===== config.mk =====
export PLATFORM = sky130hd
export DESIGN_NAME = qccr_ctrl
export DESIGN_NICKNAME = d
export VERILOG_FILES = /design/src/hdl/qccr_pkg.sv /design/src/hdl/qccr_ctrl.sv
export SDC_FILE = /design/constraint.sdc
export NUM_CORES = 1
export LEC_CHECK = 0
export BUFFER_PORTS_ARGS = -buffer_cell sky130_fd_sc_hd__buf_2
export CAP_MARGIN = 20
export CORE_MARGIN = 8
export CORE_UTILIZATION = 40
export DETAILED_ROUTE_END_ITERATION = 10
export GPL_ROUTABILITY_DRIVEN = 0
export PLACE_DENSITY_LB_ADDON = 0.08
export SLEW_MARGIN = 10
export SYNTH_ARGS = -nofsm -noshare
export SYNTH_HDL_FRONTEND = slang
export SYNTH_SLANG_ARGS = --single-unit

===== constraint.sdc =====
create_clock -name i_clk -period 8.5 [get_ports i_clk]
set_input_delay 2.125 -clock i_clk [delete_from_list [all_inputs] [get_ports i_clk]]
set_output_delay 2.125 -clock i_clk [all_outputs]
set_load 0.05 [all_outputs]

===== src/hdl/qccr_pkg.sv =====
// ----------------------------------------------------------------------------
// qccr_pkg
// Shared types, widths and the reconstruction function of the cosine-aware
// code refinement block.
// ----------------------------------------------------------------------------
`default_nettype none

package qccr_pkg;

    // field and datapath widths
    localparam int ORIG_W  = 16;
    localparam int CODE_W  = 8;
    localparam int BITS_W  = 4;
    localparam int RANGE_W = 16;
    localparam int IDX_W   = 6;
    localparam int CHG_W   = 14;
    localparam int RND_W   = 8;
    localparam int REC_W   = 25;   // reconstruction, value times 2^23
    localparam int DOT_W   = 47;   // signed dot product
    localparam int MAG_W   = 46;   // dot product magnitude
    localparam int NORM_W  = 54;   // reconstruction squared norm
    localparam int ONRM_W  = 40;   // original squared norm
    localparam int SQ_W    = 92;   // squared dot product
    localparam int PROD_W  = 146;  // squared dot product times norm

    localparam logic [BITS_W-1:0] BITS_MAX = 4'd8;

    // datapath operations
    typedef enum logic [3:0] {
        OP_NONE,
        OP_LOAD,
        OP_RECON_BASE,
        OP_PROD_BASE,
        OP_LOAD_ACC,
        OP_READ,
        OP_INIT,
        OP_CAND,
        OP_RECON_CAND,
        OP_PROD_CAND,
        OP_DELTA,
        OP_TAKE,
        OP_MUL_SQ1,
        OP_MUL_P1,
        OP_MUL_SQ0,
        OP_MUL_P0
    } t_op;

    // commit shares the write port, so it gets its own flag
    typedef struct packed {
        t_op  op;
        logic commit;
        logic cand_dn;
        logic first;
    } t_cmd;

    typedef struct packed {
        logic b_zero;
        logic c_at_max;
        logic c_zero;
        logic nn_pos;
        logic have;
        logic sgn_diff;
        logic sgn_better;
        logic both_zero;
        logic cmp_better;
        logic mul_done;
        logic changed;
        logic range_nz;
        logic onorm_nz;
    } t_stat;

    // range*(2c+1-2^b)*2^(8-b), zero when not coded
    function automatic logic signed [REC_W-1:0] recon(
        input logic [CODE_W-1:0]  code,
        input logic [BITS_W-1:0]  b,
        input logic [RANGE_W-1:0] rng
    );
        logic signed [10:0] k;
        logic signed [27:0] kr;
        logic signed [27:0] sh;
        k  = signed'({2'b00, code, 1'b1}) - signed'(11'(11'd1 << b));
        kr = k * signed'({1'b0, rng});
        sh = kr <<< (BITS_MAX - b);
        if (b == '0) begin
            return '0;
        end
        return REC_W'(sh);
    endfunction

endpackage

`default_nettype wire


===== src/hdl/qccr_ctrl.sv =====
// ----------------------------------------------------------------------------
// qccr_ctrl
// Controller: load sequencing, refinement passes, candidate decisions and
// result emission.
// ----------------------------------------------------------------------------
`default_nettype none

module qccr_ctrl #(
    parameter int MAX_DIMS = 64,
    parameter int AW       = 6,
    parameter int CW       = 7
) (
    input  wire logic                         i_clk,
    input  wire logic                         i_rst_n,
    input  wire logic                         start,
    input  wire logic                         i_last_dim,
    input  wire logic                         i_cfg_we,
    input  wire logic [qccr_pkg::RND_W-1:0]   i_cfg_wdata,
    input  wire qccr_pkg::t_stat              i_stat,
    output logic                              busy,
    output qccr_pkg::t_cmd                    o_cmd,
    output logic [AW-1:0]                     o_addr,
    output logic                              o_valid,
    output logic [qccr_pkg::IDX_W-1:0]        o_dim_index,
    output logic [qccr_pkg::CHG_W-1:0]        o_change_total,
    output logic                              o_last_result
);
    import qccr_pkg::*;

    typedef enum logic [4:0] {
        S_IDLE, L_RECON, L_PROD, L_ACC,
        R_READ, R_INIT, R_RECON, R_PROD,
        C_UP, C_DOWN, C_RECON, C_PROD, C_DELTA, C_DEC, C_CMP, C_TAKE,
        M_SQ1, M_W1, M_P1, M_W2, M_SQ0, M_W3, M_P0, M_W4,
        R_COMMIT, R_NEXT, O_READ, O_EMIT
    } t_state;

    t_state            r_state;
    logic [CW-1:0]     r_load_cnt;
    logic [CW-1:0]     r_n;
    logic [CW-1:0]     r_i;
    logic [CW-1:0]     r_rc;
    logic [RND_W-1:0]  r_round;
    logic [RND_W-1:0]  r_max_rounds;
    logic [CHG_W-1:0]  r_chg;
    logic              r_last;
    logic              r_down;
    logic              r_valid;
    logic [AW-1:0]     r_oidx;
    logic              r_olast;
    t_state            after_cand;

    assign busy       = (r_state != S_IDLE);
    assign after_cand = r_down ? R_COMMIT : C_DOWN;

    // command decode
    always_comb begin
        o_cmd         = '0;
        o_cmd.op      = OP_NONE;
        o_cmd.first   = (r_load_cnt == '0);
        o_cmd.cand_dn = (r_state == C_DOWN);
        o_addr        = r_i[AW-1:0];
        unique case (r_state)
            S_IDLE: begin
                o_addr   = r_load_cnt[AW-1:0];
                o_cmd.op = start ? OP_LOAD : OP_NONE;
            end
            L_RECON, R_RECON: o_cmd.op = OP_RECON_BASE;
            L_PROD, R_PROD:   o_cmd.op = OP_PROD_BASE;
            L_ACC:            o_cmd.op = OP_LOAD_ACC;
            R_READ, O_READ:   o_cmd.op = OP_READ;
            R_INIT:           o_cmd.op = OP_INIT;
            C_UP:             o_cmd.op = i_stat.c_at_max ? OP_NONE : OP_CAND;
            C_DOWN:           o_cmd.op = i_stat.c_zero ? OP_NONE : OP_CAND;
            C_RECON:          o_cmd.op = OP_RECON_CAND;
            C_PROD:           o_cmd.op = OP_PROD_CAND;
            C_DELTA:          o_cmd.op = OP_DELTA;
            C_TAKE:           o_cmd.op = OP_TAKE;
            M_SQ1:            o_cmd.op = OP_MUL_SQ1;
            M_P1:             o_cmd.op = OP_MUL_P1;
            M_SQ0:            o_cmd.op = OP_MUL_SQ0;
            M_P0:             o_cmd.op = OP_MUL_P0;
            R_COMMIT:         o_cmd.commit = 1'b1;
            default:          o_cmd.op = OP_NONE;
        endcase
    end

    // state, counters and registered outputs
    always_ff @(posedge i_clk) begin
        if (!i_rst_n) begin
            r_state      <= S_IDLE;
            r_load_cnt   <= '0;
            r_chg        <= '0;
            r_max_rounds <= RND_W'(4);
            r_valid      <= 1'b0;
        end else begin
            if (i_cfg_we) begin
                r_max_rounds <= i_cfg_wdata;
            end
            r_valid <= 1'b0;
            unique case (r_state)
                S_IDLE: begin
                    if (start) begin
                        r_last     <= i_last_dim ||
                                      (r_load_cnt == CW'(MAX_DIMS - 1));
                        r_load_cnt <= r_load_cnt + 1'b1;
                        if (r_load_cnt == '0) begin
                            r_chg <= '0;
                        end
                        r_state <= L_RECON;
                    end
                end
                L_RECON: r_state <= L_PROD;
                L_PROD:  r_state <= L_ACC;
                L_ACC: begin
                    if (!r_last) begin
                        r_state <= S_IDLE;
                    end else begin
                        r_n     <= r_load_cnt;
                        r_i     <= '0;
                        r_round <= '0;
                        r_rc    <= '0;
                        if (i_stat.range_nz && i_stat.onorm_nz &&
                            (r_max_rounds != '0)) begin
                            r_state <= R_READ;
                        end else begin
                            r_state <= O_READ;
                        end
                    end
                end
                R_READ: r_state <= R_INIT;
                R_INIT: r_state <= i_stat.b_zero ? R_NEXT : R_RECON;
                R_RECON: r_state <= R_PROD;
                R_PROD:  r_state <= C_UP;
                C_UP: begin
                    r_down  <= 1'b0;
                    r_state <= i_stat.c_at_max ? C_DOWN : C_RECON;
                end
                C_DOWN: begin
                    r_down  <= 1'b1;
                    r_state <= i_stat.c_zero ? R_COMMIT : C_RECON;
                end
                C_RECON: r_state <= C_PROD;
                C_PROD:  r_state <= C_DELTA;
                C_DELTA: r_state <= C_DEC;
                // zero norm loses, no best yet wins, then sign, then magnitude
                C_DEC: begin
                    if (!i_stat.nn_pos) begin
                        r_state <= after_cand;
                    end else if (!i_stat.have) begin
                        r_state <= C_TAKE;
                    end else if (i_stat.sgn_diff) begin
                        r_state <= i_stat.sgn_better ? C_TAKE : after_cand;
                    end else if (i_stat.both_zero) begin
                        r_state <= after_cand;
                    end else begin
                        r_state <= M_SQ1;
                    end
                end
                M_SQ1: r_state <= M_W1;
                M_W1:  r_state <= i_stat.mul_done ? M_P1 : M_W1;
                M_P1:  r_state <= M_W2;
                M_W2:  r_state <= i_stat.mul_done ? M_SQ0 : M_W2;
                M_SQ0: r_state <= M_W3;
                M_W3:  r_state <= i_stat.mul_done ? M_P0 : M_W3;
                M_P0:  r_state <= M_W4;
                M_W4:  r_state <= i_stat.mul_done ? C_CMP : M_W4;
                C_CMP:  r_state <= i_stat.cmp_better ? C_TAKE : after_cand;
                C_TAKE: r_state <= after_cand;
                R_COMMIT: begin
                    if (i_stat.changed) begin
                        r_rc <= r_rc + 1'b1;
                    end
                    r_state <= R_NEXT;
                end
                // end of pass: fold in the change count, stop when quiet or at the round limit
                R_NEXT: begin
                    if (r_i + 1'b1 == r_n) begin
                        r_chg <= r_chg + CHG_W'(r_rc);
                        r_i   <= '0;
                        if ((r_rc == '0) ||
                            ({1'b0, r_round} + 1'b1 == {1'b0, r_max_rounds})) begin
                            r_state <= O_READ;
                        end else begin
                            r_round <= r_round + 1'b1;
                            r_rc    <= '0;
                            r_state <= R_READ;
                        end
                    end else begin
                        r_i     <= r_i + 1'b1;
                        r_state <= R_READ;
                    end
                end
                O_READ: begin
                    r_valid <= 1'b1;
                    r_oidx  <= r_i[AW-1:0];
                    r_olast <= (r_i + 1'b1 == r_n);
                    r_state <= O_EMIT;
                end
                O_EMIT: begin
                    if (r_olast) begin
                        r_load_cnt <= '0;
                        r_state    <= S_IDLE;
                    end else begin
                        r_i     <= r_i + 1'b1;
                        r_state <= O_READ;
                    end
                end
                default: r_state <= S_IDLE;
            endcase
        end
    end

    assign o_valid        = r_valid;
    assign o_dim_index    = IDX_W'(r_oidx);
    assign o_change_total = r_chg;
    assign o_last_result  = r_olast;

endmodule

`default_nettype wire


==> reports/metrics.yaml <==
htree_levels: 3
final.min_clock_period_ps: 5143
maxCapViolCount: 0
track_usage_pct: 15.36
fin_hold_ws_ps: 479.8
cp.required_ps: 6380
clkLatencyLatePin_ps: 350
yosys_warnings: 0
core-area_mm2: 0.01089
synth_cell_types: 66
cts-root-buf: "clkbuf_8"
dp.cells: 672
num_io_pins: 62
seq_area_mm2: 0.001842
row_count: 38
use_met1_pct: 22.04
vias: 3854
drc: 0
ys.flop_type: "edfxtp_1"
hp-class: "reg -> reg"
cts_setup_buffers: 0
syn2layout_area_growth_pct: 13.04
post-route-period-util_pct: 60.51
synthAdderAreaFrac_pct: 4.068
port_buffers: 61
wl_per_cell_um: 16.33
cp_max_fo: 4
r2r_slack_ps: 4870
netlist_top_cells_area: "edfxtp_1 (25%), dfxtp_1 (16%), nor2_1 (5.0%)"
clk_path_buf_depth: 2
maxSlewHeadroom_pct: 39.70
overflow: 0
die_x_um: 122.0
synth_top_area_share_pct: 25.41
synth_mux_area_share_pct: 3.929
rsz0062_at_grt: "false"
fillers: 1100
cts.sinks: 73
setup_viol: 0
wirelength_mm: 11.23
critPathKind: "in -> out"
synth_edf_count: 38
multi_input_area_mm2: 0.002491
met2_usage_pct: 21.56
drive_gt1_share_pct: 16.61
syn-num-nets: 530
postCtsHoldBufs: 0
yosys.area_share.simple_pct: 22.12
syn_avg_cell_area_um2: 9.164
peakVddDrop_uv: 117.3
post_cts_resized: 0
setup-tns-final_ps: 0
arrival_ps: 3020
fin_skew_ps: 10.86
gr-max-usage-layer: "met1"
netlist_instances: 490
run_status: "finished clean"
tightest_slew_ps: 903.3
ant_nets: 0
cts.clk_slew.worst_paths_ps: 70
drv_slew: 0
via_per_inst: 5.602
p_leak_nw: 1.977
dpl.hpwl_mm: 8.318
ys_ff_latch: 73
crit_path_end_kind: "primary output"
netlist.top_cell.by_area: "edfxtp_1"
finalHoldViolations: 0
synth.cell_area_mm2: 0.004491
power_density_mw_per_mm2: 198.6
grt_max_degree: 37
first_pass_iters: 6
grt_pass1_vias: 3569
synth_top_family_by_area: "simple AND/OR/NAND/NOR gates"
initial_utilization_pct: 41.24
synth_seq_area_share_pct: 41.01
synth_top_cells_by_count: "nor2_1 (60), nand2_1 (46), edfxtp_1 (38)"
antenna_found_initial: 0
die_area_mm2: 0.01487
cts_tree: "done"
start_kind: "primary input"
numCtsBuffers: 9
synthXorXnorAreaFrac_pct: 8.944
grt_pass1_wl_mm: 18.49
die_h_um: 122.0
antennaDiodeCount: 0
drtIter0Drc: 330
yosysMostFrequentCell: "nor2_1"
synth-compound-area-share_pct: 16.38
final_cells: 688
grt_use_met3_pct: 3.702
synthArstFlopShare_pct: 0
fmax_mhz: 194.4
final_nets: 583
[sequential cells by signal, indices dropped and copies added, names as in the netlist]
register        count
o_valid             1
r_down              1
r_last              1
r_state             5
o_last_result       1
r_max_rounds        8
r_round             8
r_n                 7
o_change_total     14
r_load_cnt          7
r_i                 7
o_dim_index         6
r_rc                7
[kinds of logic after synthesis]
logic type,count (synthesis)
flip-flops,73
XOR/XNOR,38
adder cells (fa/ha/maj),14
AO/OA/AOI/OAI,107
multiplexers,17
AND/OR/NAND/NOR,199
buffers and inverters,42
[layout make-up]
class / instances / area share [%]
clock buffers: 15 / 3.081
clock inverters: 1 / 0.09859
inverters: 19 / 1.405
multi-input cells: 375 / 49.08
flip-flops and latches: 73 / 36.28
well taps: 140 / 3.451
repair buffers: 65 / 6.606
[per-layer routing]
layer,vias to the layer above,part of all wire [%]
li1,1917,-
met1,1803,50
met2,120,42
met3,14,6.3
met4,0,1.6
met5,-,0
[power breakdown]
| group | switching (mW) | internal [mW] | leakage (nW) |
|---|---|---|---|
| Combinational | 0.237 | 0.111 | 1.24 |
| Clock | 0.123 | 0.114 | 0.0817 |
| Sequential | 0.0344 | 0.388 | 0.655 |
[worst max-delay path, cell delays in order]
cell and delay (ps):
buf_2 110, mux2i_1 120, nand3_1 180, o211ai_1 180, buf_2 300
[metrics by stage]
step | total power [mW] | instance area, um2 | util (%) | setup slack (ps)
global placement | 0.7773 | 4915 | 45.14 | 3414
global route | 1.064 | 5076 | 46.62 | 3298
floorplan | 0.6923 | 4491 | - | 3428
finish | 1.008 | 5076 | 46.62 | 3357
CTS | 1.016 | 5076 | 46.62 | 3362
detailed placement | 0.7783 | 4915 | 45.14 | 3367
[worst paths after layout]
kind | from | end | depth (start not counted)
max | i_stat[10] | o_cmd[3] | 5
min | o_change_total[0]$_SDFFE_PN0P_ | o_change_total[0]$_SDFFE_PN0P_ | 2
min reg2reg | o_change_total[0]$_SDFFE_PN0P_ | o_change_total[0]$_SDFFE_PN0P_ | 2
max reg2reg | r_i[0]$_DFFE_PP_ | r_rc[2]$_SDFFCE_PN0P_ | 8
[layout by cell type (no fill, tap or decap), types with 4 or more instances in the layout]
cell type	Yosys	routed
a211oi_1	6	6
a21o_1	4	4
a21oi_1	22	22
and3_1	10	10
and4_1	4	4
buf_2	1	61
buf_4	0	4
clkbuf_1	21	5
clkbuf_8	0	10
dfxtp_1	35	35
edfxtp_1	38	38
ha_1	13	13
inv_1	18	18
mux2_2	5	5
mux2i_1	12	12
nand2_1	46	46
nand3_1	22	22
nand4_1	9	9
nor2_1	60	60
nor2b_1	10	10
nor3_1	6	6
nor4_1	4	4
o211ai_1	4	4
o21ai_0	22	22
o21ai_1	4	4
o31ai_1	6	6
or4_1	7	7
xnor2_1	21	21
xnor3_1	5	5
xor2_1	12	12
No activity file was read; power rests on OpenSTA's default activity.
